$ cat src/design/c2p_pkg.sv
package c2p_pkg;

  // default parameter values
  localparam int DEF_DATA_WIDTH = 16;
  localparam int DEF_ITERATIONS = 16;

  // fixed field widths
  localparam int IN_W  = 16;
  localparam int MAG_W = 16;
  localparam int ANG_W = 15;

  // fraction bits carried by the x and y datapath
  localparam int GUARD = 16;

  // angle accumulator: signed degrees in units of 2^-16 degree
  localparam int ZW       = 26;
  localparam int DEG_UNIT = 65536;

  // output angle units per degree
  localparam int OUT_PER_DEG = 64;

  // axis angles in output units
  localparam logic [ANG_W-1:0] ANG_0   = ANG_W'(0);
  localparam logic [ANG_W-1:0] ANG_90  = ANG_W'(90 * OUT_PER_DEG);
  localparam logic [ANG_W-1:0] ANG_180 = ANG_W'(180 * OUT_PER_DEG);
  localparam logic [ANG_W-1:0] ANG_270 = ANG_W'(270 * OUT_PER_DEG);
  localparam logic [ANG_W-1:0] ANGLE_WRAP = ANG_W'(360 * OUT_PER_DEG);

  // half and full turn in accumulator units
  localparam logic signed [ZW-1:0] Z_180 = ZW'(180 * DEG_UNIT);
  localparam logic signed [ZW-1:0] Z_360 = ZW'(360 * DEG_UNIT);

  // inverse cordic gain in Q30
  localparam logic [29:0] GAIN_Q30 = 30'h26DD3B6A;

  // control and bypass data that travels beside the datapath
  typedef struct packed {
    logic             valid;
    logic             axis;
    logic [MAG_W-1:0] mag;
    logic [ANG_W-1:0] ang;
  } ctrl_t;

  // atan(2^-i) in degrees, scaled by 2^16
  function automatic logic signed [ZW-1:0] atan_deg(input logic [4:0] idx);
    logic [21:0] v;
    unique case (idx)
      5'd0:    v = 22'd2949120;
      5'd1:    v = 22'd1740967;
      5'd2:    v = 22'd919879;
      5'd3:    v = 22'd466945;
      5'd4:    v = 22'd234379;
      5'd5:    v = 22'd117304;
      5'd6:    v = 22'd58666;
      5'd7:    v = 22'd29335;
      5'd8:    v = 22'd14668;
      5'd9:    v = 22'd7334;
      5'd10:   v = 22'd3667;
      5'd11:   v = 22'd1833;
      5'd12:   v = 22'd917;
      5'd13:   v = 22'd458;
      5'd14:   v = 22'd229;
      5'd15:   v = 22'd115;
      5'd16:   v = 22'd57;
      5'd17:   v = 22'd29;
      5'd18:   v = 22'd14;
      5'd19:   v = 22'd7;
      5'd20:   v = 22'd4;
      5'd21:   v = 22'd2;
      5'd22:   v = 22'd1;
      default: v = 22'd0;
    endcase
    return $signed({{(ZW-22){1'b0}}, v});
  endfunction

endpackage

$ cat src/design/c2p_cell.sv
module c2p_cell #(
  parameter int XW    = c2p_pkg::DEF_DATA_WIDTH + c2p_pkg::GUARD + 3,
  parameter int SHIFT = 0
) (
  input  logic                          clk,
  input  logic                          rst,
  input  logic signed [XW-1:0]          x_in,
  input  logic signed [XW-1:0]          y_in,
  input  logic signed [c2p_pkg::ZW-1:0] z_in,
  input  c2p_pkg::ctrl_t                ctrl_in,
  output logic signed [XW-1:0]          x_out,
  output logic signed [XW-1:0]          y_out,
  output logic signed [c2p_pkg::ZW-1:0] z_out,
  output c2p_pkg::ctrl_t                ctrl_out
);
  import c2p_pkg::*;

  localparam logic signed [ZW-1:0] ATAN = atan_deg(5'(SHIFT));

  logic signed [XW-1:0] xs;
  logic signed [XW-1:0] ys;

  // arithmetic shifts floor toward minus infinity
  assign xs = x_in >>> SHIFT;
  assign ys = y_in >>> SHIFT;

  // one micro-rotation toward the real axis
  always_ff @(posedge clk) begin
    if (!y_in[XW-1]) begin
      x_out <= x_in + ys;
      y_out <= y_in - xs;
      z_out <= z_in + ATAN;
    end else begin
      x_out <= x_in - ys;
      y_out <= y_in + xs;
      z_out <= z_in - ATAN;
    end
  end

  always_ff @(posedge clk) begin
    if (rst) begin
      ctrl_out <= '0;
    end else begin
      ctrl_out <= ctrl_in;
    end
  end

endmodule

$ cat config.mk
export PLATFORM = sky130hd
export DESIGN_NAME = c2p_cell
export DESIGN_NICKNAME = d
export VERILOG_FILES = /design/src/design/c2p_pkg.sv /design/src/design/c2p_cell.sv
export SDC_FILE = /design/constraint.sdc
export NUM_CORES = 1
export LEC_CHECK = 0
export ABC_AREA = 1
export ABC_CLOCK_PERIOD_IN_PS = 2150
export BUFFER_PORTS_ARGS = -buffer_cell sky130_fd_sc_hd__buf_2
export CAP_MARGIN = 20
export CORE_ASPECT_RATIO = 0.7
export CORE_UTILIZATION = 30
export DETAILED_ROUTE_END_ITERATION = 10
export PLACE_DENSITY_LB_ADDON = 0.15
export SLEW_MARGIN = 20
export SYNTH_ARGS = -nofsm -noshare
export SYNTH_HDL_FRONTEND = slang
export SYNTH_SLANG_ARGS = --single-unit
$ cat constraint.sdc
create_clock -name clk -period 2.15 [get_ports clk]
set_input_delay 0.43 -clock clk [delete_from_list [all_inputs] [get_ports clk]]
set_output_delay 0.43 -clock clk [all_outputs]
set_load 0.02 [all_outputs]
# Word-level counts from Yosys, hierarchy flattened
# Index checks and enable logic that the tools add are counted.
dict set report totals {
  regBits 129
  latch_bits 0
  ram_bits 0
  romBits 0
  in_bits 131
  output_inout_bits 129
  word_cells 15
  mem_count 0
}
dict set report op_classes {
  n_addsub 5
  n_mul 0
  n_div 0
  magnitude_cmp 0
  eq_ne 0
  shift 0
  mux 3
  bitwise 0
  reduce_logical 0
}
# op n
set ops {}
lappend ops {{35-bit 2-to-1 mux} 2}
lappend ops {{35-bit subtractor} 2}
lappend ops {{35-bit adder} 1}
lappend ops {{26-bit by 23-bit adder with 26-bit output, second input constant} 1}
lappend ops {{26-bit 2-to-1 mux} 1}
lappend ops {{26-bit by 23-bit subtractor with 26-bit output, second input constant} 1}

# Longest topological paths before layout
dict set report logic_depth {
  ltp_word 2
  ltp_mapped 17
  depth_no_buf 17
}

# Worst setup path after synthesis
# No wires, ideal clock.
dict set report synth_timing {
  path_kind {input -> register}
  from {input port x_in[0]}
  to {register x_out[32]}
  arrival_ns 1.878
  required_ns 2.036
  setup_slack_ns 0.158
  cell_stages 13
  path_cell_list {inv_1 > ha_1 > fa_1 > o21bai_1 > nand2_1 > nand2_1 > nand2_1 > nand2_1 > nand2_1 > nand2_1 > nand2_1 > nand3_1 > nand2_1}
}
dict set report synth_between {
  elab_chain_len 2
  word_cells_on_any_way 3
}
# item line
set synth_lines {}
lappend synth_lines {{start, declared} c2p_cell.sv:7} ;# input logic signed [XW-1:0] x_in,
lappend synth_lines {{35-bit adder / 35-bit subtractor (equally long branches)} {c2p_cell.sv:30, c2p_cell.sv:34}}
lappend synth_lines {{35-bit 2-to-1 mux *} c2p_cell.sv:29} ;# if (!y_in[XW-1]) begin
lappend synth_lines {{end signal, assigned} c2p_cell.sv:30} ;# x_out <= x_in + ys;
lappend synth_lines {{end signal, assigned} c2p_cell.sv:34} ;# x_out <= x_in - ys;
lappend synth_lines {{end, declared} c2p_cell.sv:11} ;# output logic signed [XW-1:0] x_out,
# Every way passes the cells marked *; elsewhere a longest branch is shown, timed or not.
# A chain may end at the register's enable or synchronous reset.

# Worst setup path after layout
dict set report layout_timing {
  from {input port x_in[24]}
  to {register y_out[27]}
}
dict set report layout_between {
  elab_chain_len 2
  word_cells_on_any_way 3
}
# item line
set layout_lines {}
lappend layout_lines {{35-bit subtractor / 35-bit adder (equally long branches)} {c2p_cell.sv:31, c2p_cell.sv:35}}
lappend layout_lines {{35-bit 2-to-1 mux *} c2p_cell.sv:29}
lappend layout_lines {{end signal, assigned} c2p_cell.sv:31} ;# y_out <= y_in - xs;
lappend layout_lines {{end signal, assigned} c2p_cell.sv:35} ;# y_out <= y_in + xs;
lappend layout_lines {{end, declared} c2p_cell.sv:12} ;# output logic signed [XW-1:0] y_out,
# Marks and branches as above.

==> impl_metrics.tcl <==
set metrics [dict create \
    grt_pass1_wl_microns 67300 \
    cts_setup_buffers 0 \
    die_area_sq_um 36400 \
    syn-instance-count 1709 \
    p_total_mw 10.2 \
    cts.reportedPaths.clkPinSlew_ns 0.06 \
    io_buffers 259 \
    die_h_microns 160 \
    start_util_pct 30.6 \
    cts_made_buffers 17 \
    placed_cell_area_sq_um 14900 \
    rsz0062_at_grt "false" \
    antenna_found_initial 1 \
    timing.critical_path.from_type "primary input" \
    relSlewSlack_pct 57.8 \
    n_fill_cell 3736 \
    fin_crit_sh_pct 96.1 \
    max_freq_ghz 0.484 \
    hp-class "in -> reg" \
    drive_gt1_share_pct 30.2 \
    drt_iter0_drc 1008 \
    grt_max_degree 73 \
    outcome "completed" \
    ys_types 38 \
    wl_per_cell_microns 16.0 \
    clock_sinks 128 \
    power_leakage_nw 8.61 \
    synth_area_sq_um 10700 \
    fin_util_pct 44.7 \
    switchingPower_mw 3.85 \
    final.setup.worst_slack_ns 0.0846 \
    period_needed_ns 2.07 \
    swShare_pct 37.8 \
    worstMarginPinSlew_ns 0.633 \
    gp_congestion 0.967 \
    root_buffer "clkbuf_16" \
    num_rows 57 \
    p_per_area_nw_per_um2 652 \
    fin_nets 2522 \
    min_path_cells 1 \
    hold_viol 0 \
    globalRouteOverflowTotal 0 \
    num_vias 12700 \
    synthArstFlopShare_pct 0 \
    worst_ir_drop_vdd_mv 0.515 \
    cp_data_required_time_ns 2.48 \
    critical_path_peak_fanout 6 \
    setup_violations 0 \
    pwr-share-comb_pct 41.0 \
    core_area_sq_um 34900 \
    grt.total_usage_pct 24.5 \
    synthFlopType "dfxtp_1" \
    antenna_left 0 \
    drt-total-wl_microns 44300 \
    drc_errors 0 \
    syn_area_per_cell_sq_um 6.25 \
    die_x_microns 227 \
    htreeDepth 4 \
    p_int_mw 6.31 \
    synth_edf_count 0 \
    syn2layout_area_growth_pct 45.9 \
    worstPathArrival_ns 2.39 \
    drv_slew 0 \
    cts_max_path_buffers 2 \
    io_pins 260 \
    critical_path_class "in -> reg" \
    endpoint_kind "register" \
    ys_ff_latch 128 \
    cts.hold.buffers_added 0 \
    post-place-ws_ns -0.527 \
    hpwl_microns 37800 \
    drt-pass1-iter-count 5 \
    pwr-share-seq_pct 27.4 \
    syn_nets 1954 \
    final_area_sq_um 15600 \
    vias_per_cell 4.61 \
    maxCapViolations 0 \
    clkPwrFrac_pct 31.6 \
    yosys_warnings 0 \
    yosysSeqAreaShare_pct 24.0 \
    cts_tree "yes" \
    holdWs_ns 0.0815 \
    grt_pass1_vias 12100 \
]
[state kept, by name, summed over array words and instances, names as in the netlist]
| name | cells |
|---|---|
| ctrl_out | 33 |
| x_out | 34 |
| y_out | 35 |
| z_out | 26 |
[repair_timing]
item                       in CTS  in global routing
setup endpoints to repair       2                 30
resized for setup               1                 32
gates cloned                    0                  0
[logic make-up (layout without fill, tap and decap cells)]
group,after synthesis,count (layout),synth area share [%]
AO/OA/AOI/OAI,282,282,14.3
XOR/XNOR,39,39,3.20
adder cells (fa/ha/maj),114,114,13.6
buffers and inverters,319,900,12.1
flip-flops,128,128,24.0
other,0,1,0
AND/OR/NAND/NOR,827,827,32.7
[power groups by stage]
| stage | Clock (mW) | Sequential [mW] | Combinational (mW) |
|---|---|---|---|
| CTS | 3.32 | 2.79 | 4.10 |
| global route | 3.41 | 2.81 | 4.55 |
| global placement | 0 | 2.84 | 4.07 |
| floorplan | 0 | 3.26 | 1.73 |
| finish | 3.22 | 2.78 | 4.16 |
| detailed placement | 0 | 2.83 | 4.08 |
[through the flow]
stage | setup TNS, ns | std cells
finish | 0 | 2763
global route | 0 | 2763
global placement | -16.53 | 2730
detailed placement | -16.37 | 2730
floorplan | 0 | 1709
CTS | 0 | 2762
[routing by layer]
layer	global-route usage, %	routed length [microns]	up-vias
li1	-	-	6538
met1	37.1	23000	5744
met2	34.4	17400	416
met3	5.23	3180	35
met4	5.95	697	0
met5	0	0	-
[layout make-up]
type | count | area, sq um | share of cell area (%)
clock inverters | 14 | 201 | 1.29
multi-input cells | 1262 | 6900 | 44.3
diodes | 1 | 2.50 | 0.0161
well taps | 472 | 591 | 3.79
flip-flops and latches | 128 | 2560 | 16.5
inverters | 270 | 1010 | 6.51
clock buffers | 18 | 429 | 2.76
repair buffers | 598 | 3880 | 24.9
[worst max-delay path: stages]
cell and delay, ns:
buf_2 0.12, inv_1 0.06, ha_2 0.33, inv_1 0.20, o21ai_0 0.24, a21boi_0 0.38, o21ai_0 0.15, a21oi_1 0.21
nand3_1 0.10, nand3_1 0.09, nand2_1 0.08
[worst paths after layout]
kind,from,end,slack (ns)
max,x_in[24],y_out[27]$_DFF_P_,0.08
min,z_in[6],z_out[6]$_DFF_P_,0.08
[synthesized netlist by cell type (13+ instances only)]
master	instances	share of area [%]
o21ai_1	13	0.61
nand3_1	148	6.9
nor3_1	19	0.89
xor2_1	36	3.0
buf_4	23	1.6
inv_1	266	9.4
o21ai_0	86	4.0
nand2_1	446	16
ha_1	110	13
nor2_1	166	5.8
o21bai_1	17	1.2
dfxtp_1	128	24
a21oi_1	135	6.3
[placed cells by master (no fill, tap or decap), types with 3 or more instances in the layout]
cell type  count
ha_1          97
nor4_2         4
buf_2        259
xnor2_1        3
inv_1        265
inv_2          5
nand4_1       12
buf_12         3
o211ai_1       3
o21ai_1       16
o22ai_1        6
ha_2          13
nor3_2         6
a21oi_1      133
buf_4        336
o21ai_0       82
and2_1         3
dfxtp_1      128
clkbuf_16     17
bufinv_16      4
nand2_1      444
nor2_2        10
a21o_1        12
nor3_1        17
nor2_1       164
xor2_1        36
o21bai_1      15
fa_2           3
nand2_2        7
inv_6          5
nand3_1      148
or2_2          4
a31oi_1        3
Power figures use the tool's default switching activity.
