$ cat config.mk
export PLATFORM = sky130hd
export DESIGN_NAME = c2p_prep
export DESIGN_NICKNAME = d
export VERILOG_FILES = /design/src/design/c2p_pkg.sv /design/src/design/c2p_prep.sv
export SDC_FILE = /design/constraint.sdc
export NUM_CORES = 1
export LEC_CHECK = 0
export BUFFER_PORTS_ARGS = -buffer_cell sky130_fd_sc_hd__buf_4
export CORE_MARGIN = 1
export CORE_UTILIZATION = 38
export DETAILED_ROUTE_END_ITERATION = 6
export GPL_TIMING_DRIVEN = 0
export PLACE_DENSITY = 0.77
export SYNTH_ARGS = -nofsm -noshare
export SYNTH_HDL_FRONTEND = slang
export SYNTH_SLANG_ARGS = --single-unit
$ cat constraint.sdc
create_clock -name clk -period 3.1 [get_ports clk]
set_input_delay 0.31 -clock clk [delete_from_list [all_inputs] [get_ports clk]]
set_output_delay 0.31 -clock clk [all_outputs]
set_load 0.1 [all_outputs]
$ cat src/design/c2p_pkg.sv
package c2p_pkg;

  // default parameter values
  localparam int DEF_DATA_WIDTH = 16;
  localparam int DEF_ITERATIONS = 16;

  // fixed field widths
  localparam int IN_W  = 16;
  localparam int MAG_W = 16;
  localparam int ANG_W = 15;

  // fraction bits carried by the x and y datapath
  localparam int GUARD = 16;

  // angle accumulator: signed degrees in units of 2^-16 degree
  localparam int ZW       = 26;
  localparam int DEG_UNIT = 65536;

  // output angle units per degree
  localparam int OUT_PER_DEG = 64;

  // axis angles in output units
  localparam logic [ANG_W-1:0] ANG_0   = ANG_W'(0);
  localparam logic [ANG_W-1:0] ANG_90  = ANG_W'(90 * OUT_PER_DEG);
  localparam logic [ANG_W-1:0] ANG_180 = ANG_W'(180 * OUT_PER_DEG);
  localparam logic [ANG_W-1:0] ANG_270 = ANG_W'(270 * OUT_PER_DEG);
  localparam logic [ANG_W-1:0] ANGLE_WRAP = ANG_W'(360 * OUT_PER_DEG);

  // half and full turn in accumulator units
  localparam logic signed [ZW-1:0] Z_180 = ZW'(180 * DEG_UNIT);
  localparam logic signed [ZW-1:0] Z_360 = ZW'(360 * DEG_UNIT);

  // inverse cordic gain in Q30
  localparam logic [29:0] GAIN_Q30 = 30'h26DD3B6A;

  // control and bypass data that travels beside the datapath
  typedef struct packed {
    logic             valid;
    logic             axis;
    logic [MAG_W-1:0] mag;
    logic [ANG_W-1:0] ang;
  } ctrl_t;

  // atan(2^-i) in degrees, scaled by 2^16
  function automatic logic signed [ZW-1:0] atan_deg(input logic [4:0] idx);
    logic [21:0] v;
    unique case (idx)
      5'd0:    v = 22'd2949120;
      5'd1:    v = 22'd1740967;
      5'd2:    v = 22'd919879;
      5'd3:    v = 22'd466945;
      5'd4:    v = 22'd234379;
      5'd5:    v = 22'd117304;
      5'd6:    v = 22'd58666;
      5'd7:    v = 22'd29335;
      5'd8:    v = 22'd14668;
      5'd9:    v = 22'd7334;
      5'd10:   v = 22'd3667;
      5'd11:   v = 22'd1833;
      5'd12:   v = 22'd917;
      5'd13:   v = 22'd458;
      5'd14:   v = 22'd229;
      5'd15:   v = 22'd115;
      5'd16:   v = 22'd57;
      5'd17:   v = 22'd29;
      5'd18:   v = 22'd14;
      5'd19:   v = 22'd7;
      5'd20:   v = 22'd4;
      5'd21:   v = 22'd2;
      5'd22:   v = 22'd1;
      default: v = 22'd0;
    endcase
    return $signed({{(ZW-22){1'b0}}, v});
  endfunction

endpackage

$ cat src/design/c2p_prep.sv
module c2p_prep #(
  parameter int DATA_WIDTH = c2p_pkg::DEF_DATA_WIDTH,
  parameter int XW         = c2p_pkg::DEF_DATA_WIDTH + c2p_pkg::GUARD + 3
) (
  input  logic                          clk,
  input  logic                          rst,
  input  logic                          start,
  input  logic [c2p_pkg::IN_W-1:0]      real_in,
  input  logic [c2p_pkg::IN_W-1:0]      imag_in,
  output logic signed [XW-1:0]          x_out,
  output logic signed [XW-1:0]          y_out,
  output logic signed [c2p_pkg::ZW-1:0] z_out,
  output c2p_pkg::ctrl_t                ctrl_out
);
  import c2p_pkg::*;

  localparam int DW = DATA_WIDTH;

  logic [DW+IN_W-1:0]    ext_x;
  logic [DW+IN_W-1:0]    ext_y;
  logic signed [DW-1:0]  op_x;
  logic signed [DW-1:0]  op_y;
  logic                  x_zero;
  logic                  y_zero;
  logic [DW-1:0]         abs_x;
  logic [DW-1:0]         abs_y;
  logic [DW+MAG_W-1:0]   abs_ext;
  logic [MAG_W-1:0]      axis_mag;
  logic [ANG_W-1:0]      axis_ang;
  logic signed [DW:0]    xw;
  logic signed [DW:0]    yw;
  logic signed [DW:0]    x_rot;
  logic signed [DW:0]    y_rot;

  // operands are the low bits of each field, zero above the field
  assign ext_x = {{DW{1'b0}}, real_in};
  assign ext_y = {{DW{1'b0}}, imag_in};
  assign op_x  = $signed(ext_x[DW-1:0]);
  assign op_y  = $signed(ext_y[DW-1:0]);

  assign x_zero = (op_x == '0);
  assign y_zero = (op_y == '0);

  // exact answers on the axes
  assign abs_x = op_x[DW-1] ? DW'(-op_x) : DW'(op_x);
  assign abs_y = op_y[DW-1] ? DW'(-op_y) : DW'(op_y);

  always_comb begin
    if (y_zero) begin
      abs_ext  = {{MAG_W{1'b0}}, abs_x};
      axis_ang = op_x[DW-1] ? ANG_180 : ANG_0;
    end else begin
      abs_ext  = {{MAG_W{1'b0}}, abs_y};
      axis_ang = op_y[DW-1] ? ANG_270 : ANG_90;
    end
    axis_mag = (|abs_ext[DW+MAG_W-1:MAG_W]) ? {MAG_W{1'b1}} : abs_ext[MAG_W-1:0];
  end

  // fold the left half plane into the right one
  assign xw    = {op_x[DW-1], op_x};
  assign yw    = {op_y[DW-1], op_y};
  assign x_rot = op_x[DW-1] ? -xw : xw;
  assign y_rot = op_x[DW-1] ? -yw : yw;

  always_ff @(posedge clk) begin
    if (rst) begin
      ctrl_out <= '0;
    end else begin
      ctrl_out.valid <= start;
      ctrl_out.axis  <= x_zero | y_zero;
      ctrl_out.mag   <= axis_mag;
      ctrl_out.ang   <= axis_ang;
    end
  end

  // scaled operands and starting angle
  always_ff @(posedge clk) begin
    x_out <= {{(XW-DW-1-GUARD){x_rot[DW]}}, x_rot, {GUARD{1'b0}}};
    y_out <= {{(XW-DW-1-GUARD){y_rot[DW]}}, y_rot, {GUARD{1'b0}}};
    z_out <= op_x[DW-1] ? Z_180 : '0;
  end

endmodule

# --- Word level (Yosys, flattened, before mapping) ---
# Index checks and enable logic that the tools add are counted.
totals:
  regBits: 91
  in_bits: 35
  elab_cells: 26
op_classes:
  addsub: 4
  muxes: 10
  bitwise_logic: 1
  reduce_logical: 3
ops:
  columns: ["operator", "count"]
  rows:
  - ["$mux W16", 4]
  - ["$mux W17", 2]
  - ["$neg A16 Y17", 2]
  - ["$logic_not A16 Y1", 2]
  - ["$neg A16 Y16", 2]
  - ["$mux W15", 2]
  - ["$mux W24", 1]
  - ["$reduce_or A16 Y1 const A", 1]
  - ["$mux W14", 1]
  - ["$or A1 B1 Y1", 1]

# --- Depth between registers and ports, before layout ---
depth:
  ltp_word: 4
  mapped_depth: 9

# --- Worst setup path after synthesis ---
# Ideal clock, no wire load.
synth_path:
  kind: "in2reg"
  start: "input imag_in[5] in the netlist's numbering"
  end: "register y_out[31]"
  setup_time_ns: 0.070
  arrival_time_ns: 2.295
  required_time_ns: 3.030
  setup_slack_ns: 0.736
  stages: 8
  path_cell_list: "buf_6 -> or4_4 -> buf_6 -> or4_1 -> or2_2 -> nor2_1 -> ha_1 -> a21oi_1"
synth_between:
  elab_chain_cells: 2
synth_rtl:
  columns: ["item", "line", "source"]
  rows:
  - ["start: declaration", "c2p_prep.sv:9", "input logic [c2p_pkg::IN_W-1:0] imag_in,"]
  - ["$neg A16 Y17", "c2p_prep.sv:63", "assign y_rot = op_x[DW-1] ? -yw : yw;"]
  - ["$mux W17", "c2p_prep.sv:63", null]
  - ["named net y_rot[15]", "c2p_prep.sv:33", "logic signed [DW:0] y_rot;"]
  - ["end signal: assignment", "c2p_prep.sv:79", "y_out <= {{(XW-DW-1-GUARD){y_rot[DW]}}, y_rot, {GUARD{1'b0}}};"]
  - ["end: declaration", "c2p_prep.sv:11", "output logic signed [XW-1:0] y_out,"]
# The timed path passes the listed nets, and every way through them passes these cells.
# A chain may end at the register's enable or synchronous reset.

# --- Final worst setup path ---
layout_path:
  start: "input imag_in[0] in the netlist's numbering"
  end: "register ctrl_out[24] in the netlist's numbering"
layout_between:
  elab_chain_cells: 4
  word_cells_on_any_way: 5
layout_rtl:
  columns: ["item", "line", "source"]
  rows:
  - ["$neg A16 Y16", "c2p_prep.sv:46", "assign abs_y = op_y[DW-1] ? DW'(-op_y) : DW'(op_y);"]
  - ["$mux W16", "c2p_prep.sv:46", null]
  - ["$mux W16 (*)", "c2p_prep.sv:49", "if (y_zero) begin"]
  - ["$mux W16 (*)", "c2p_prep.sv:56", "axis_mag = (|abs_ext[DW+MAG_W-1:MAG_W]) ? {MAG_W{1'b1}} : abs_ext[MAG_W-1:0];"]
  - ["end: declaration", "c2p_prep.sv:13", "output c2p_pkg::ctrl_t ctrl_out"]
# Every way passes the cells marked *; elsewhere a longest branch is shown, timed or not.

==> reports/qor.txt <==
Sw Ratio: 46.9%
Count of pins over their slew limit: 0
Share of cells above drive strength 1: 39.5%
Share of power burned in registers: 31.0%
P per Cell Area: 640 mW/mm^2
Top-count cell post-synth: buf_4
Achievable Freq: 400 MHz
Vias per inst: 4.28
Die width: 90.5 um
Die Area: 0.00819 sq mm
Combinational power share: 44.2%
Drt initial violations: 136
Gpl congestion: 0.859
Status: finished, final reports clean
CTS tree: yes
Final std cells w/o fill: 593
DRC Markers: 0
DP Worst Slack: 0.290 ns
Delay-heaviest family, CP: simple AND/OR/NAND/NOR gates
Top post-synthesis cells by area: dfxtp_1, buf_4, xnor2_1, a211oi_1, xor2_1
Synth Cell Area: 0.00298 sq mm
Post-synthesis sequential area ratio: 39.7%
Worst path max stage delay: 0.43 ns
Post-synth EDFFs: 0
Startpoint types: primary input
Row Count: 31
Kind of critical path: primary input to flip-flop
Nets: 528
Routed WL per cell: 12.5 um
Worst VDD drop: 0.250 mV
Maxcap violations: 0
Syn Area/Cell: 9.33 sq um
CP Max Fanout: 8
Vias in the first global route: 2405
Fin crit period: 2.50 ns
H-tree Lvls: 3
Crit-path slowest cell: or4b_1
Top_reg_cell synth: dfxtp_1
Crit share post-route: 80.6%
Leakage power total: 2.10 nW
Worst Path Arrival: 2.70 ns
Hold Buf Count CTS: 0
Slew HR: 61.5%
Worst-path clk slew: 0.06 ns
Critical path cell sequence: buf_4, inv_1, ha_1, or4b_1, buf_2, or3_4, buf_6, nor3_4, a211oi_1, a211oi_1
Core ar.: 0.00741 sq mm
Critical Path Most Common Cell: a211oi_1
CTS buffer count: 9
Final setup viols: 0
Most frequent cells after synthesis: buf_4, dfxtp_1, xnor2_1
Post-Syn Instances: 319
Worst setup EP type: flip-flop
Ports: 164
Port buffer count: 98
Top cell type's share of synthesized area: 39.7%
CTS root buf: clkbuf_8
CTS sink cnt: 59
# diodes: 0
Sw power: 1.28 mW
Worst path bufs/invs: 4
Synthesis-stage register bit count: 59
Setup TNS: 0 ns
Placed cells: 577
RSZ-0062 raised after global routing: false
Aggregate global routing overflow: 0
Drt pass-1 iters: 4
# Post-CTS Setup Buffers: 0
Worst Tran Pin Value: 0.578 ns
Vias: 2541
Yosys warns: 0
DP HPWL: 5950 um
Initial Util: 40.2%
Routed Wire Length: 7420 um
Worst Path Required: 3.30 ns
Initial antenna violation count: 0
Final worst slack: 0.601 ns
Die Y-Extent: 90.5 um
Internal Pwr Total: 1.44 mW
ANT nets after route: 0
Clock Path Buffers: 2
Tightest Hold Check Type: primary input to flip-flop
Clk pwr share: 24.8%
Yosys top cell by area: dfxtp_1
Post-synth ARST share: 0%
Fin. Hold Viols: 0
First-pass GRT wire length: 11900 um
Pin count of the biggest net entering global routing: 11
Final core occ: 57.4%
Resized cells post-CTS: 0
Cell variety after synth: 35
Area growth syn-to-layout: 42.9%
All-Layer GR Usage: 18.8%
## cell families (layout without fill, tap and decap cells)
| kind of cell | Yosys count | after routing | share of synthesized area (%) |
|---|---|---|---|
| adder cells (fa/ha/maj) | 4 | 4 | 1.68 |
| other | 1 | 62 | 0.126 |
| buffers and inverters | 97 | 211 | 21.9 |
| multiplexers | 3 | 3 | 1.01 |
| XOR/XNOR | 36 | 36 | 10.6 |
| flip-flops | 59 | 59 | 39.7 |
| AO/OA/AOI/OAI | 52 | 52 | 11.6 |
| AND/OR/NAND/NOR | 67 | 67 | 13.4 |
## layout by cell type (no fill, tap or decap)
cell type / synthesis / routed
nor4_1: 3 / 3
or4b_4: 1 / 1
o22ai_1: 3 / 3
bufinv_16: 0 / 1
or4_1: 6 / 6
nand2_1: 15 / 15
dfxtp_1: 59 / 59
and2_1: 1 / 1
or2_2: 5 / 5
nor3_4: 1 / 1
or3_4: 1 / 1
mux2i_1: 3 / 3
clkbuf_8: 0 / 10
nor2b_1: 2 / 2
conb_1: 1 / 62
xor2_1: 11 / 11
buf_2: 2 / 2
o21ai_0: 14 / 14
o31ai_1: 8 / 8
xnor2_1: 25 / 25
clkinv_2: 0 / 1
a21boi_0: 1 / 1
buf_4: 70 / 168
and3_1: 1 / 1
clkbuf_1: 13 / 17
nand2b_1: 4 / 4
inv_1: 9 / 9
buf_6: 3 / 3
a211oi_1: 20 / 20
a21oi_1: 4 / 4
or4_4: 1 / 1
or4b_1: 1 / 1
o41ai_1: 2 / 2
nor3_1: 3 / 3
or3_1: 8 / 8
ha_1: 4 / 4
nor2_1: 13 / 13
nor4_4: 1 / 1
## power by group through the flow
stage	Sequential, mW	Clock (mW)	Combinational, mW
2_1_floorplan	1.32	0	0.543
3_3_place_gp	0.859	0	1.19
3_5_place_dp	0.860	0	1.20
4_1_cts	0.844	0.689	1.20
5_1_grt	0.849	0.717	1.24
6_report	0.843	0.675	1.20
## area by class of cell
class / instances / area, sq um
plain buffers: 88 / 618
clock buffers: 14 / 153
clock inverters: 2 / 35.0
fillers: 668 / 3160
inverters: 9 / 33.8
multi-input cells: 224 / 1370
flip-flops and latches: 59 / 1180
well taps: 99 / 124
repair buffers: 98 / 736
## registers in the layout (all words and copies together), names as in the netlist
| signal | count |
|---|---|
| y_out | 17 |
| z_out | 1 |
| ctrl_out | 24 |
| x_out | 17 |
## per-layer routing
metal  up-vias  share of wire (%)  global-route usage (%)
li1       1284                  -                       -
met1      1117                 42                    22.4
met2       127                 46                    30.9
met3        13                9.2                    6.90
met4         0                1.8                    6.85
met5         -                  0                       0
## through the flow
step,hold slack [ns],area [sq um],total power [mW]
floorplan,0.338,3200,1.86
global placement,0.450,4060,2.05
detailed placement,0.447,4060,2.06
CTS,0.0887,4250,2.73
global route,0.0930,4250,2.80
finish,0.105,4250,2.72
## final timing paths
kind / startpoint / end / slack, ns / cells past startpoint
hold / removal: real_in[15] / z_out[21]$_DFF_P_ / 0.10 / 1
setup / recovery: imag_in[0] / ctrl_out[24]$_SDFF_PP0_ / 0.60 / 10
No activity file was read; power rests on OpenSTA's default activity.
