[config.mk]
export PLATFORM = sky130hd
export DESIGN_NAME = c2p_post
export DESIGN_NICKNAME = d
export VERILOG_FILES = /design/src/design/c2p_pkg.sv /design/src/design/c2p_post.sv
export SDC_FILE = /design/constraint.sdc
export NUM_CORES = 1
export LEC_CHECK = 0
export BUFFER_PORTS_ARGS = -buffer_cell sky130_fd_sc_hd__buf_2
export CAP_MARGIN = 20
export CORE_MARGIN = 2
export CORE_UTILIZATION = 60
export CTS_BUF_LIST = sky130_fd_sc_hd__clkbuf_4
export DETAILED_ROUTE_END_ITERATION = 6
export PLACE_DENSITY = 0.75
export SYNTH_ARGS = -nofsm -noshare
export SYNTH_HDL_FRONTEND = slang
export SYNTH_SLANG_ARGS = --single-unit
[constraint.sdc]
create_clock -name clk -period 12.6 [get_ports clk]
set_clock_uncertainty 0.1 [all_clocks]
set_input_delay 1.26 -clock clk [delete_from_list [all_inputs] [get_ports clk]]
set_output_delay 1.26 -clock clk [all_outputs]
set_load 0.01 [all_outputs]
[src/design/c2p_pkg.sv]
package c2p_pkg;

  // default parameter values
  localparam int DEF_DATA_WIDTH = 16;
  localparam int DEF_ITERATIONS = 16;

  // fixed field widths
  localparam int IN_W  = 16;
  localparam int MAG_W = 16;
  localparam int ANG_W = 15;

  // fraction bits carried by the x and y datapath
  localparam int GUARD = 16;

  // angle accumulator: signed degrees in units of 2^-16 degree
  localparam int ZW       = 26;
  localparam int DEG_UNIT = 65536;

  // output angle units per degree
  localparam int OUT_PER_DEG = 64;

  // axis angles in output units
  localparam logic [ANG_W-1:0] ANG_0   = ANG_W'(0);
  localparam logic [ANG_W-1:0] ANG_90  = ANG_W'(90 * OUT_PER_DEG);
  localparam logic [ANG_W-1:0] ANG_180 = ANG_W'(180 * OUT_PER_DEG);
  localparam logic [ANG_W-1:0] ANG_270 = ANG_W'(270 * OUT_PER_DEG);
  localparam logic [ANG_W-1:0] ANGLE_WRAP = ANG_W'(360 * OUT_PER_DEG);

  // half and full turn in accumulator units
  localparam logic signed [ZW-1:0] Z_180 = ZW'(180 * DEG_UNIT);
  localparam logic signed [ZW-1:0] Z_360 = ZW'(360 * DEG_UNIT);

  // inverse cordic gain in Q30
  localparam logic [29:0] GAIN_Q30 = 30'h26DD3B6A;

  // control and bypass data that travels beside the datapath
  typedef struct packed {
    logic             valid;
    logic             axis;
    logic [MAG_W-1:0] mag;
    logic [ANG_W-1:0] ang;
  } ctrl_t;

  // atan(2^-i) in degrees, scaled by 2^16
  function automatic logic signed [ZW-1:0] atan_deg(input logic [4:0] idx);
    logic [21:0] v;
    unique case (idx)
      5'd0:    v = 22'd2949120;
      5'd1:    v = 22'd1740967;
      5'd2:    v = 22'd919879;
      5'd3:    v = 22'd466945;
      5'd4:    v = 22'd234379;
      5'd5:    v = 22'd117304;
      5'd6:    v = 22'd58666;
      5'd7:    v = 22'd29335;
      5'd8:    v = 22'd14668;
      5'd9:    v = 22'd7334;
      5'd10:   v = 22'd3667;
      5'd11:   v = 22'd1833;
      5'd12:   v = 22'd917;
      5'd13:   v = 22'd458;
      5'd14:   v = 22'd229;
      5'd15:   v = 22'd115;
      5'd16:   v = 22'd57;
      5'd17:   v = 22'd29;
      5'd18:   v = 22'd14;
      5'd19:   v = 22'd7;
      5'd20:   v = 22'd4;
      5'd21:   v = 22'd2;
      5'd22:   v = 22'd1;
      default: v = 22'd0;
    endcase
    return $signed({{(ZW-22){1'b0}}, v});
  endfunction

endpackage

[src/design/c2p_post.sv]
module c2p_post #(
  parameter int XW = c2p_pkg::DEF_DATA_WIDTH + c2p_pkg::GUARD + 3
) (
  input  logic                          clk,
  input  logic                          rst,
  input  logic signed [XW-1:0]          x_in,
  input  logic signed [c2p_pkg::ZW-1:0] z_in,
  input  c2p_pkg::ctrl_t                ctrl_in,
  output logic                          done,
  output logic [c2p_pkg::MAG_W-1:0]     magnitude,
  output logic [c2p_pkg::ANG_W-1:0]     angle
);
  import c2p_pkg::*;

  // gain multiply split in two halves of the non-negative x
  localparam int LO = (XW - 1) / 2;
  localparam int HI = XW - 1 - LO;
  localparam int SW = (XW + 31 > 64) ? XW + 31 : 64;
  localparam logic [SW-1:0] MAG_RND = {{(SW-46){1'b0}}, 1'b1, {45{1'b0}}};
  localparam logic [ZW-2:0] ANG_RND = (ZW-1)'(512);

  logic [XW-2:0]  x_pos;
  logic [ZW-2:0]  z_adj;
  logic [LO+29:0] p_lo;
  logic [HI+29:0] p_hi;
  logic [ZW-2:0]  z_hold;
  ctrl_t          ctrl_mid;
  logic [SW-1:0]  mag_sum;
  logic [ZW-2:0]  z_rnd;
  logic [ANG_W-1:0] ang_raw;
  logic [ANG_W-1:0] ang_fin;
  logic [MAG_W-1:0] mag_fin;

  // clamp x at zero, bring a negative angle into range
  assign x_pos = x_in[XW-1] ? '0 : x_in[XW-2:0];
  always_comb begin
    if (z_in[ZW-1]) begin
      z_adj = (ZW-1)'(z_in + Z_360);
    end else begin
      z_adj = z_in[ZW-2:0];
    end
  end

  // partial products
  always_ff @(posedge clk) begin
    p_lo   <= (LO+30)'(x_pos[LO-1:0]) * (LO+30)'(GAIN_Q30);
    p_hi   <= (HI+30)'(x_pos[XW-2:LO]) * (HI+30)'(GAIN_Q30);
    z_hold <= z_adj;
  end

  always_ff @(posedge clk) begin
    if (rst) begin
      ctrl_mid <= '0;
    end else begin
      ctrl_mid <= ctrl_in;
    end
  end

  // sum and round the magnitude, saturate to the output width
  assign mag_sum = (SW'(p_hi) << LO) + SW'(p_lo) + MAG_RND;
  assign mag_fin = (|mag_sum[SW-1:46+MAG_W]) ? {MAG_W{1'b1}} : mag_sum[46+MAG_W-1:46];

  // round the angle to 1/64 degree and wrap a full turn
  assign z_rnd   = z_hold + ANG_RND;
  assign ang_raw = z_rnd[ZW-2:10];
  assign ang_fin = (ang_raw >= ANGLE_WRAP) ? ang_raw - ANGLE_WRAP : ang_raw;

  always_ff @(posedge clk) begin
    if (rst) begin
      done <= 1'b0;
    end else begin
      done <= ctrl_mid.valid;
    end
  end

  always_ff @(posedge clk) begin
    magnitude <= ctrl_mid.axis ? ctrl_mid.mag : mag_fin;
    angle     <= ctrl_mid.axis ? ctrl_mid.ang : ang_fin;
  end

endmodule
======== After elaboration in Yosys (flattened, before gate mapping) ========
Cells that the tools add are included.
cells by class
  multiply operators ...................... 2
  multiplexer cells ....................... 6
  order comparisons ....................... 1
  reductions and logical operators ........ 1
  add/sub/neg operators ................... 5
operator list
  kind                                                                   count
  17-bit by 29-bit multiplier with 46-bit output, second input constant  2
  65-bit by 46-bit adder with 66-bit output, second input constant       1
  64-bit by 47-bit adder with 65-bit output                              1
  34-bit two-way mux                                                     1
  16-bit two-way mux                                                     2
  15-bit two-way mux                                                     2
  25-bit by 10-bit adder with 25-bit output, second input constant       1
  25-bit adder, second input constant                                    1
  25-bit two-way mux                                                     1
  15-bit >= comparator, second input constant                            1
  15-bit subtractor, second input constant                               1
  4-bit OR reduction                                                     1
storage, ports and cells
  bits of input ports ..................... 96
  output and inout port bits .............. 32
  logic and storage cells ................. 25
  register bits ........................... 182

======== Logic depth before layout (Yosys ltp) ========
Gate-level depths: netlist (run 1).
  depth in word-level cells ............... 5
  mapped depth ............................ 27
  gate-level depth less buffers ........... 25

======== Worst setup path after synthesis (run 1) ========
OpenSTA, ideal clock, no wires.
  path kind ............................... input -> register
  start point ............................. in x_in[34]
  end point ............................... reg p_lo[40]
  arrival time ............................ 7.215 ns
  buffers on the path ..................... 2
  library setup time ...................... 0.072 ns
  cell stages on the path ................. 23
  path slack .............................. 5.213 ns
  data required time ...................... 12.428 ns
  cells stage by stage .................... clkbuf_1 -> clkbuf_1 -> nor2b_1 -> ha_1 -> inv_1 -> fa_1 -> inv_1 -> fa_1 -> inv_1 -> fa_1 -> fa_1 -> inv_1 -> fa_1 -> ha_1 -> and3_1 -> nand3_1 -> o21bai_1 -> o211ai_1 -> a21oi_1 -> o21ai_0 -> a31oi_1 -> o21ai_0 -> xnor2_1
between the ends
  longest elaborated chain between the ends .. 2
ends and longest elaborated chain
  what                                            RTL line        text
  start, declared                                 c2p_post.sv:6   input logic signed [XW-1:0] x_in,
  34-bit two-way mux                              c2p_post.sv:35  assign x_pos = x_in[XW-1] ? '0 : x_in[XW-2:0];
  17-bit by 29-bit multiplier with 46-bit output  c2p_post.sv:46  p_lo <= (LO+30)'(x_pos[LO-1:0]) * (LO+30)'(GAIN_Q30);
  end signal, assigned                            c2p_post.sv:46
  end, declared                                   c2p_post.sv:24  logic [LO+29:0] p_lo;
No other way between the ends.
A chain may end at the register's enable or synchronous reset.

======== Final worst setup path (run 1) ========
  start point ............................. in x_in[34]
  end point ............................... reg p_hi[46]
between the ends
  longest elaborated chain between the ends .. 2
ends and longest elaborated chain
  what                                            RTL line        text
  34-bit two-way mux                              c2p_post.sv:35
  17-bit by 29-bit multiplier with 46-bit output  c2p_post.sv:47  p_hi <= (HI+30)'(x_pos[XW-2:LO]) * (HI+30)'(GAIN_Q30);
  end signal, assigned                            c2p_post.sv:47
  end, declared                                   c2p_post.sv:25  logic [HI+29:0] p_hi;
No other way between the ends.

==> results of run 1 <==
worst register-to-register path, cell delays in order (launching register included):
cell      delay [ps]
dfxtp_1          330
inv_1             40
ha_1             260
inv_1             40
ha_1             330
nand4_1          150
nor2_1           210
nand3_1          170
a311o_1          400
a21boi_1         700
o21ai_0          330
o21a_1           270
a21oi_1          140
power breakdown:
part	leakage [nW]	internal (mW)	switching, mW
registers	1.31	0.718	0.0703
logic	11.9	2.43	3.38
clock network	0.160	0.124	0.199
worst paths after layout:
| kind | start | end | slack [ps] | cells after the start |
|---|---|---|---|---|
| setup / recovery | x_in[34] | p_hi[46] | 4340 | 21 |
| hold / removal | ctrl_mid[19] | magnitude[4] | 330 | 2 |
| setup reg to reg | p_hi[28] | magnitude[15] | 9020 | 12 |
| hold reg to reg | ctrl_mid[19] | magnitude[4] | 330 | 2 |
cells in the mapped netlist, types with 13 or more instances:
cell / n / area [sq um]
o21ai_0: 58 / 290
dfxtp_1: 156 / 3120
a21oi_1: 105 / 526
and3_1: 14 / 87.6
nor3_1: 13 / 65.1
o211ai_1: 17 / 128
inv_1: 628 / 2360
xor2_1: 49 / 429
nand4_1: 13 / 81.3
nor2b_1: 75 / 469
xnor2_1: 64 / 561
fa_1: 385 / 7710
a21o_1: 59 / 443
o21bai_1: 17 / 128
nand2b_1: 30 / 188
clkbuf_1: 24 / 90.1
o21a_1: 15 / 113
nor2_1: 52 / 195
and2_1: 13 / 81.3
nand2_1: 80 / 300
nand3_1: 27 / 135
ha_1: 369 / 4620
flip-flops by register name, indices dropped and copies added, names as in the netlist:
| signal | cells |
|---|---|
| p_lo | 29 |
| z_hold | 16 |
| done | 1 |
| angle | 15 |
| magnitude | 16 |
| ctrl_mid | 33 |
| p_hi | 46 |
area by class of cell:
| type | instances | share of cell area |
|---|---|---|
| timing repair buffer | 123 | 0.0256 |
| antenna | 1 | 0.000102 |
| multi-input combinational | 1568 | 0.713 |
| inverter | 628 | 0.0959 |
| clock inverter | 14 | 0.00708 |
| clock buffer | 17 | 0.00519 |
| sequential | 156 | 0.127 |
| tap | 511 | 0.0260 |
per-layer routing:
layer  share of wire  wire length (um)  GRT usage  vias up
li1                -                 -          -     7713
met1            0.48             26600      0.430     8009
met2            0.44             24200      0.440      461
met3           0.070              3910     0.0613       46
met4           0.013               733     0.0474        0
met5               0                 0          0        -
per-stage QoR:
stage	power [mW]	utilization	instance area [sq um]	worst slack [ps]	hold slack, ps
2_1_floorplan	5.09	-	23100	5210	304
3_3_place_gp	6.41	0.641	24300	3900	317
3_5_place_dp	6.52	0.641	24300	3830	319
4_1_cts	6.91	0.649	24600	4470	326
5_1_grt	7.71	0.649	24600	4000	320
6_report	6.92	0.649	24600	4340	330
cells by family after synthesis:
| group | after synthesis | share of synthesized area |
|---|---|---|
| adder cells (fa/ha/maj) | 754 | 0.533 |
| buffers and inverters | 658 | 0.107 |
| AND/OR/NAND/NOR | 355 | 0.0843 |
| AO/OA/AOI/OAI | 340 | 0.0948 |
| flip-flops | 156 | 0.135 |
| XOR/XNOR | 113 | 0.0428 |
| multiplexers | 6 | 0.00276 |
==> summary.md, run 1 <==
| Metric | Value |
|---|---|
| Status | `complete, no violations` |
| Clock slew at reported path FFs | `between 150 and 200 ps` |
| Via/cell ratio | `about 5.4` |
| Skew-Pair Late Insertion Delay | `around 600 ps` |
| Hold Path Class | `reg2reg` |
| Iteration-0 DRC Markers | `about 930` |
| Critical Path AT | `slightly below 9000 ps` |
| Sequential Area | `about 3100 sq um` |
| Hold_buf cts | `0` |
| Placed cell count | `approximately 3000` |
| Period utilization | `0.656` |
| RSZ-0062 raised after global routing | `no` |
| Vias in the first global route | `about 17000` |
| Syn avg cell area | `about 9.7 sq um` |
| Post-synth EDFFs | `0` |
| All-Layer GR Usage | `0.288` |
| Slowest stage delay, CP | `between 600 and 700 ps` |
| Startpoint type of the worst setup path | `input pin` |
| Final wirelength | `~56000 um` |
| WL/cell | `18.4 um` |
| Chip width | `~200 um` |
| PortBufs | `around 120` |
| Crit path buffers/inverters | `4` |
| Largest net degree at the start of global routing | `48` |
| Fmax | `0.121 GHz` |
| H-tree lvl count | `4` |
| RePlAce Congestion | `0.983` |
| Layout Cells excl Fill | `3018` |
| Maximum vdd drop | `316 uV` |
| Filler Cells Inserted | `~3200` |
| Die Y-Extent | `200 um` |
| DRT Pass-1 Iters | `7` |
| Netlist cell types | `71` |
| Synthesized net count | `3232` |
| Worst path slowest cell | `fa_1` |
| Seq cells post-synth | `about 160` |
| Io pins | `roughly 130` |
| Share of cells above drive strength 1 | `0.0706` |
| Post-DRT Antenna Nets | `0` |
| Post-CTS Setup Inserts | `0` |
| Via Count | `approximately 16000` |
| CORE AREA | `37800 sq um` |
| Post-Synthesis Cells | `2382` |
| Detail Placement HPWL | `49500 um` |
| Worst slew margin | `0.283` |
| Most common cell after layout, fill and taps aside | `inv_1` |
| Post_cts resized | `0` |
| Multi-input logic area | `between 15000 and 20000 sq um` |
| Clock root buffer | `clkbuf_4` |
| Commonest cells after routing, fill and taps aside | `628 x inv_1, 385 x fa_1, 369 x ha_1` |
| CTS tree | `yes` |
| Max-Cap Viols | `0` |
| FFs w/ async S/R, synth | `0` |
| Seq/Total Area, Yosys | `0.135` |
| Residual DRC count | `0` |
| Pwr dens | `~280 nW/um^2` |
| Yosys warns | `0` |
| Synth Cell Area | `23100 sq um` |
| Critical Path Most Common Cell | `fa_1` |
| CP Capture Type | `flop` |
| Starting Density | `0.611` |
| Leakage | `13.3 nW` |
| Final Setup Violations | `0` |
| Primary FF master, synth | `dfxtp_1` |
| Initial antenna violation count | `1` |
| CP Max Fanout | `44` |
| Grt ovf | `0` |
| First-pass GRT wire length | `89900 um` |
| Max Root-Sink Buffers | `2` |
| Crit-path cells | `buf_2 > nand2b_1 > inv_1 > ha_1 > inv_1 > fa_1 > fa_1 > fa_1 > fa_1 > inv_1 > fa_1 > ha_1 > a21oi_1 > nor2_1 > a211oi_1 > a21oi_1 > o21a_1 > o31ai_1 > nor3_1 > o22ai_1 > xnor2_1` |
| Max Transition Viols Final | `0` |
| Synth-to-Final Area Change | `6.28%` |
| Die footprint | `40100 sq um` |
| Kind of critical path | `in2reg` |
| Shortest period the worst path allows | `~8300 ps` |
| Total negative slack | `0 ps` |
| Clock Sink Count | `approximately 160` |
| Delay-heaviest family, CP | `adder cells` |
| Tightest Pin Transition | `1070 ps` |
| Site Rows | `71` |
| Fin. Hold Viols | `0` |
| CTS Buf Count | `17` |
| Req. time, crit path | `12990 ps` |
| NumNets Final | `3344` |
(Power assumes the default switching activity.)
==> inputs of run 2 (changes only) <==
--- a/config.mk
+++ b/config.mk
@@ -8,10 +8,10 @@
 export BUFFER_PORTS_ARGS = -buffer_cell sky130_fd_sc_hd__buf_2
 export CAP_MARGIN = 20
 export CORE_MARGIN = 2
-export CORE_UTILIZATION = 60
+export CORE_UTILIZATION = 59
 export CTS_BUF_LIST = sky130_fd_sc_hd__clkbuf_4
 export DETAILED_ROUTE_END_ITERATION = 6
-export PLACE_DENSITY = 0.75
+export PLACE_DENSITY = 0.77
 export SYNTH_ARGS = -nofsm -noshare
 export SYNTH_HDL_FRONTEND = slang
 export SYNTH_SLANG_ARGS = --single-unit
==> constraint.sdc (replaced) <==
create_clock -name clk -period 6.64 [get_ports clk]
set_clock_uncertainty 0.1 [all_clocks]
set_input_delay 0.664 -clock clk [delete_from_list [all_inputs] [get_ports clk]]
set_output_delay 0.664 -clock clk [all_outputs]
set_load 0.01 [all_outputs]
==> run 2 against run 1 <==
  * First-iteration DRC count increased by 5.2%
  * Clock power is 92% higher
  * Combinational power grew 130%
  * Register-to-register slack worse by 5900 ps
  * Final cell count up 11%
  * Worst hold slack lost 260 ps
  * Sequential share of layout area fell by 1.1 points
  * Die area is 1.7% higher
  * Non-clock buffer count is 311 higher
  * Sequential power grew 89%
  * Power is 120% higher
  * Flip-flop and latch count did not move
  * Critical endpoint unchanged
==> summary.md, run 2 (synthesized netlist as in run 1, its figures left out) <==
| Metric | Value |
|---|---|
| Top Registers | `p_hi: 46 flops, ctrl_mid: 33 flops, p_lo: 29 flops` |
| Max Transition Viols Final | `0 (unchanged)` |
| RePlAce Congestion | `0.973 (-1.1%)` |
| NumNets Final | `3655 (+9.3%)` |
| RSZ-0062 raised after global routing | `no` |
| Skew-Pair Late Insertion Delay | `600 ps (about the same)` |
| Hold Path Class | `in2reg` |
| CTS tree | `yes` |
| Maximum vdd drop | `1260 uV (+300%)` |
| Startpoint type of the worst setup path | `input pin` |
| Final wirelength | `59500 um (+7.2%)` |
| Placed cell count | `3303 (+11%)` |
| WL/cell | `17.8 um (-3.1%)` |
| Comb power frac | `0.863 (+0.024)` |
| Clock slew at reported path FFs | `150 ps (about the same)` |
| Area of placed instances | `26600 sq um (+9.7%)` |
| CP Max Fanout | `19 (-57%)` |
| Detail Placement HPWL | `53500 um (+8.2%)` |
| Most common cell after layout, fill and taps aside | `inv_1` |
| Kind of critical path | `in2reg` |
| Post-DRT Antenna Nets | `0 (unchanged)` |
| Leakage | `14.9 nW (+11%)` |
| Via Count | `17484 (+7.7%)` |
| Util after Layout | `0.698 (+0.0489)` |
| DRT Pass-1 Iters | `5 (-2)` |
| Worst hold slack | `66.0 ps (-264 ps)` |
| Clock share of power | `0.040 (-0.007)` |
| Switching share of power | `0.484 (-0.0432)` |
| Seq pwr share | `0.096 (-0.018)` |
| Die Y-Extent | `202 um (+0.83%)` |
| All-Layer GR Usage | `0.306 (+0.0184)` |
| Final Setup Violations | `0 (unchanged)` |
| Req. time, crit path | `7040 ps (-5950 ps)` |
| Hold_buf cts | `0 (unchanged)` |
| Biggest register | `p_hi` |
| Delay-heaviest family, CP | `adder cells` |
| Die footprint | `40800 sq um (+1.7%)` |
| Worst path slowest cell | `fa_1` |
| Residual DRC count | `0 (unchanged)` |
| PortBufs | `118 (unchanged)` |
| Status | `complete, no violations` |
| Critical Path AT | `6840 ps (-1810 ps)` |
| Via/cell ratio | `5.24 (-2.6%)` |
| Site Rows | `72 (+1.4%)` |
| Final non-filler cell area | `27000 sq um (+9.8%)` |
| Sw power | `7.46 mW (+100%)` |
| Layout Cells excl Fill | `3337 (+11%)` |
| Setup WS pre-CTS | `-410 ps (-4240 ps)` |
| First-pass GRT wire length | `97000 um (+7.8%)` |
| CORE AREA | `38600 sq um (+2.1%)` |
| Shortest period the worst path allows | `6440 ps` |
| Pwr dens | `572 nW/um^2 (+100%)` |
| Fmax | `0.155 GHz` |
| Largest net degree at the start of global routing | `48 (unchanged)` |
| Fin. Hold Viols | `0 (unchanged)` |
| Initial antenna violation count | `3 (+2)` |
| Max Root-Sink Buffers | `2 (unchanged)` |
| Slowest stage delay, CP | `560 ps (-80 ps)` |
| Tightest Pin Transition | `848 ps (-225 ps)` |
| Synth-to-Final Area Change | `16.7%` |
| Iteration-0 DRC Markers | `980 (+5.2%)` |
| CP Capture Type | `flop` |
| Final Worst Setup Slack | `197 ps (-4140 ps)` |
| Cell Int Power | `7.97 mW (+140%)` |
| Total negative slack | `0 ps (unchanged)` |
| Period utilization | `0.970` |
| Total Power | `15.4 mW (+120%)` |
| Io pins | `128 (unchanged)` |
| Vias in the first global route | `18583 (+9.7%)` |
| Commonest cells after routing, fill and taps aside | `627 x inv_1, 385 x fa_1, 369 x ha_1` |
| Crit path buffers/inverters | `9 (+5)` |
| Clock Sink Count | `156 (unchanged)` |
| H-tree lvl count | `4 (unchanged)` |
| Share of cells above drive strength 1 | `0.177 (+0.107)` |
| Largest register FFs | `46 (unchanged)` |
| Chip width | `202 um (+0.83%)` |
| Starting Density | `0.598 (-0.0127)` |
| CTS Buf Count | `17 (unchanged)` |
| Clock root buffer | `clkbuf_4` |
| Worst slew margin | `0.433 (+0.150)` |
| Max-Cap Viols | `0 (unchanged)` |
| Grt ovf | `0 (unchanged)` |
[run 2: cell types whose count changed in the layout (fill, tap and decap cells not counted), moves of 2 or more]
cell	change
nor2b_2	+4
buf_4	+310
nor2b_1	-4
o21ai_0	-4
o21ai_1	+3
inv_6	-2
[run 2: worst paths after layout]
path           startpoint            end  cells past startpoint  slack, ps
max              x_in[34]       p_hi[46]                     26        200
min reg2reg  ctrl_mid[32]           done                      1        330
min              z_in[18]     z_hold[18]                      1         70
max reg2reg      p_lo[32]  magnitude[14]                     11       3090
[run 2: worst register-to-register path: stages, from the launching register on]
cell and delay, ps:
dfxtp_1 320, ha_1 280, ha_1 340, a21o_1 200
a21o_1 190, a21o_1 190, a221o_1 380, a221oi_1 400
a21boi_1 350, o211ai_1 330, xor2_1 270, a21oi_1 110
[run 2: cell type report]
type / count / area, sq um
Multi-Input combinational cell: 1568 / 17600
Fill cell: 3079 / 11700
Sequential cell: 156 / 3120
Timing Repair Buffer: 434 / 2980
Inverter: 628 / 2360
Tap cell: 518 / 648
Clock inverter: 14 / 175
Clock buffer: 18 / 135
Antenna cell: 1 / 2.50
[run 2: power by group through the flow]
stage                     registers (mW)  logic [mW]  clock network (mW)
final                               1.49        13.3               0.621
after global routing                1.51        14.9               0.672
after CTS                           1.49        13.2               0.637
after detailed placement            1.51        13.0                   0
after global placement              1.50        12.7                   0
after floorplan                     1.49        8.17                   0
[run 2: what timing repair did]
item,4_1_cts,5_1_grt
endpoints found under the setup margin,0,14
resized for setup,0,11
setup buffers,0,1
hold endpoints to repair,0,0
[run 2: layer usage]
layer / vias up / wire [um] / GRT usage
li1: 8366 / - / -
met1: 8600 / 28100 / 0.446
met2: 461 / 26400 / 0.480
met3: 55 / 4160 / 0.0650
met4: 2 / 797 / 0.0512
met5: - / 11 / 0
==> inputs of run 3 (changes only) <==
--- a/config.mk
+++ b/config.mk
@@ -12,6 +12,7 @@
 export CTS_BUF_LIST = sky130_fd_sc_hd__clkbuf_4
 export DETAILED_ROUTE_END_ITERATION = 6
 export PLACE_DENSITY = 0.77
+export REMOVE_ABC_BUFFERS = 1
 export SYNTH_ARGS = -nofsm -noshare
 export SYNTH_HDL_FRONTEND = slang
 export SYNTH_SLANG_ARGS = --single-unit
==> run 3 against run 2 <==
  * Final cell count up 0.48%
  * Sequential share of layout area down 0.050 points
  * Combinational power hardly changed
  * Die area unchanged
  * First-iteration DRC count up 7.0%
  * Via count increased by 0.42%
  * Flip-flop and latch count stayed put
  * Critical endpoint is now p_lo[44]
==> summary.md, run 3 (synthesized netlist as in run 1, its figures left out) <==
| Metric | Value |
|---|---|
| Clock Sink Count | `156 (unchanged)` |
| CP Capture Type | `flop` |
| Total Power | `15.4 mW (-0.15%)` |
| Status | `complete, no violations` |
| Kind of critical path | `in2reg` |
| Initial antenna violation count | `1 (-2)` |
| Max-Cap Viols | `0 (unchanged)` |
| Shortest period the worst path allows | `6420 ps (-27.1 ps)` |
| Starting Density | `0.598 (unchanged)` |
| CP Max Fanout | `27 (+8)` |
| Final non-filler cell area | `27100 sq um (+0.44%)` |
| Filler Cells Inserted | `3000 (-2.6%)` |
| Hold Path Class | `in2reg` |
| WL/cell | `17.9 um (+0.36%)` |
| Clock slew at reported path FFs | `150 ps (about the same)` |
| Die Y-Extent | `202 um (unchanged)` |
| Largest register FFs | `46 (unchanged)` |
| Pwr dens | `569 nW/um^2 (-0.59%)` |
| CORE AREA | `38600 sq um (unchanged)` |
| Max Root-Sink Buffers | `2 (unchanged)` |
| Die footprint | `40800 sq um (unchanged)` |
| Util after Layout | `0.701 (+0.00304)` |
| First-pass GRT wire length | `99500 um (+2.6%)` |
| Synth-to-Final Area Change | `17.2%` |
| Period utilization | `0.966 (-0.00408)` |
| Biggest register | `p_hi` |
| RePlAce Congestion | `1.02 (+5.0%)` |
| CTS tree | `yes` |
| Req. time, crit path | `7030 ps (about the same)` |
| Residual DRC count | `0 (unchanged)` |
| Iteration-0 DRC Markers | `1049 (+7.0%)` |
| Fin. Hold Viols | `0 (unchanged)` |
| Vias in the first global route | `19182 (+3.2%)` |
| Maximum vdd drop | `548 uV (-57%)` |
| Area of placed instances | `26800 sq um (+0.51%)` |
| Max Transition Viols Final | `0 (unchanged)` |
| Share of cells above drive strength 1 | `0.180 (+0.00288)` |
| Leakage | `15.0 nW (+0.59%)` |
| Post-DRT Antenna Nets | `0 (unchanged)` |
| Skew-Pair Late Insertion Delay | `590 ps (about the same)` |
| CTS Buf Count | `17 (unchanged)` |
| Top Registers | `p_hi: 46 flops, ctrl_mid: 33 flops, p_lo: 29 flops` |
| Chip width | `202 um (unchanged)` |
| RSZ-0062 raised after global routing | `yes` |
| Detail Placement HPWL | `54300 um (+1.4%)` |
| Worst slew margin | `0.385 (-0.0481)` |
| Worst hold slack | `80.2 ps (+14.2 ps)` |
| DRT Pass-1 Iters | `5 (unchanged)` |
| Site Rows | `72 (unchanged)` |
| PortBufs | `118 (unchanged)` |
| NumNets Final | `3671 (+0.44%)` |
| Clock root buffer | `clkbuf_4` |
| Io pins | `128 (unchanged)` |
| Most common cell after layout, fill and taps aside | `inv_1` |
| Startpoint type of the worst setup path | `input pin` |
| Final Setup Violations | `0 (unchanged)` |
| Final wirelength | `60000 um (+0.84%)` |
| Largest net degree at the start of global routing | `48 (unchanged)` |
| Critical Path AT | `6810 ps (-30 ps)` |
| Via Count | `17558 (+0.42%)` |
| All-Layer GR Usage | `0.313 (+0.00628)` |
| Grt ovf | `0 (unchanged)` |
| H-tree lvl count | `4 (unchanged)` |
| Via/cell ratio | `5.24 (about the same)` |
| Commonest cells after routing, fill and taps aside | `627 x inv_1, 384 x fa_1, 369 x ha_1` |
| Fmax | `0.156 GHz (+0.42%)` |
| Hold_buf cts | `0 (unchanged)` |
| Tightest Pin Transition | `920 ps (+72.0 ps)` |
## run 3: cell types whose count changed in the layout (fill, tap and decap cells not counted), sizes merged
cell | before | now
clkinv | 3 | 7
buf | 434 | 450
clkbuf | 18 | 17
bufinv | 2 | 0
clkinvlp | 2 | 1
## run 3: per-stage QoR
| stage | worst slack [ps] | TNS (ps) | instances |
|---|---|---|---|
| after detailed placement | -404 | -6780 | 3319 |
| after global routing | -13.2 | -15.0 | 3353 |
| final | 224 | 0 | 3353 |
| after floorplan | 121 | 0 | 2352 |
| after global placement | -333 | -4670 | 3319 |
| after CTS | 247 | 0 | 3351 |
## run 3: per-layer routing
layer  vias to the layer above  track usage  part of all wire  wire, um
met1                      8688        0.467              0.49     29400
met5                         -            0                 0         0
met4                         0       0.0509             0.012       714
met2                       452        0.483              0.43     26000
met3                        52       0.0585             0.064      3830
li1                       8366            -                 -         -
## run 3: repair_timing
item / CTS / global route
setup buffers: 0 / 1
resized for setup: 0 / 8
endpoints found under the setup margin: 0 / 12
## run 3: cell type report
class,count,area (sq um),area share
tap,518,648,0.0239
sequential,156,3120,0.115
clock buffer,17,128,0.00471
timing repair buffer,450,3120,0.115
multi-input combinational,1568,17500,0.647
antenna,1,2.50,0.0000924
clock inverter,15,173,0.00637
inverter,628,2360,0.0870
## run 3: critical path, stage by stage
cell	delay [ps]
buf_2	130
buf_12	160
nor2b_1	220
inv_1	100
fa_1	540
inv_1	70
fa_1	480
inv_1	50
fa_1	490
fa_1	500
inv_1	50
fa_1	500
fa_1	510
ha_1	350
and4_1	230
and2_1	180
o21bai_1	170
nand2_1	150
o31ai_2	320
buf_4	160
and3_1	170
o211ai_1	150
a41o_1	270
xor2_1	140
## run 3: final timing paths
check / start / to / slack, ps / cells after the start
min: z_in[13] / z_hold[13] / 80 / 1
max reg2reg: p_lo[20] / magnitude[4] / 3000 / 11
max: x_in[34] / p_lo[44] / 220 / 24
min reg2reg: ctrl_mid[19] / magnitude[4] / 340 / 2
## run 3: where the power goes
part           switching, mW  internal, mW
sequential             0.125          1.36
combinational           6.92          6.43
clock                  0.395         0.176
total                   7.44          7.97
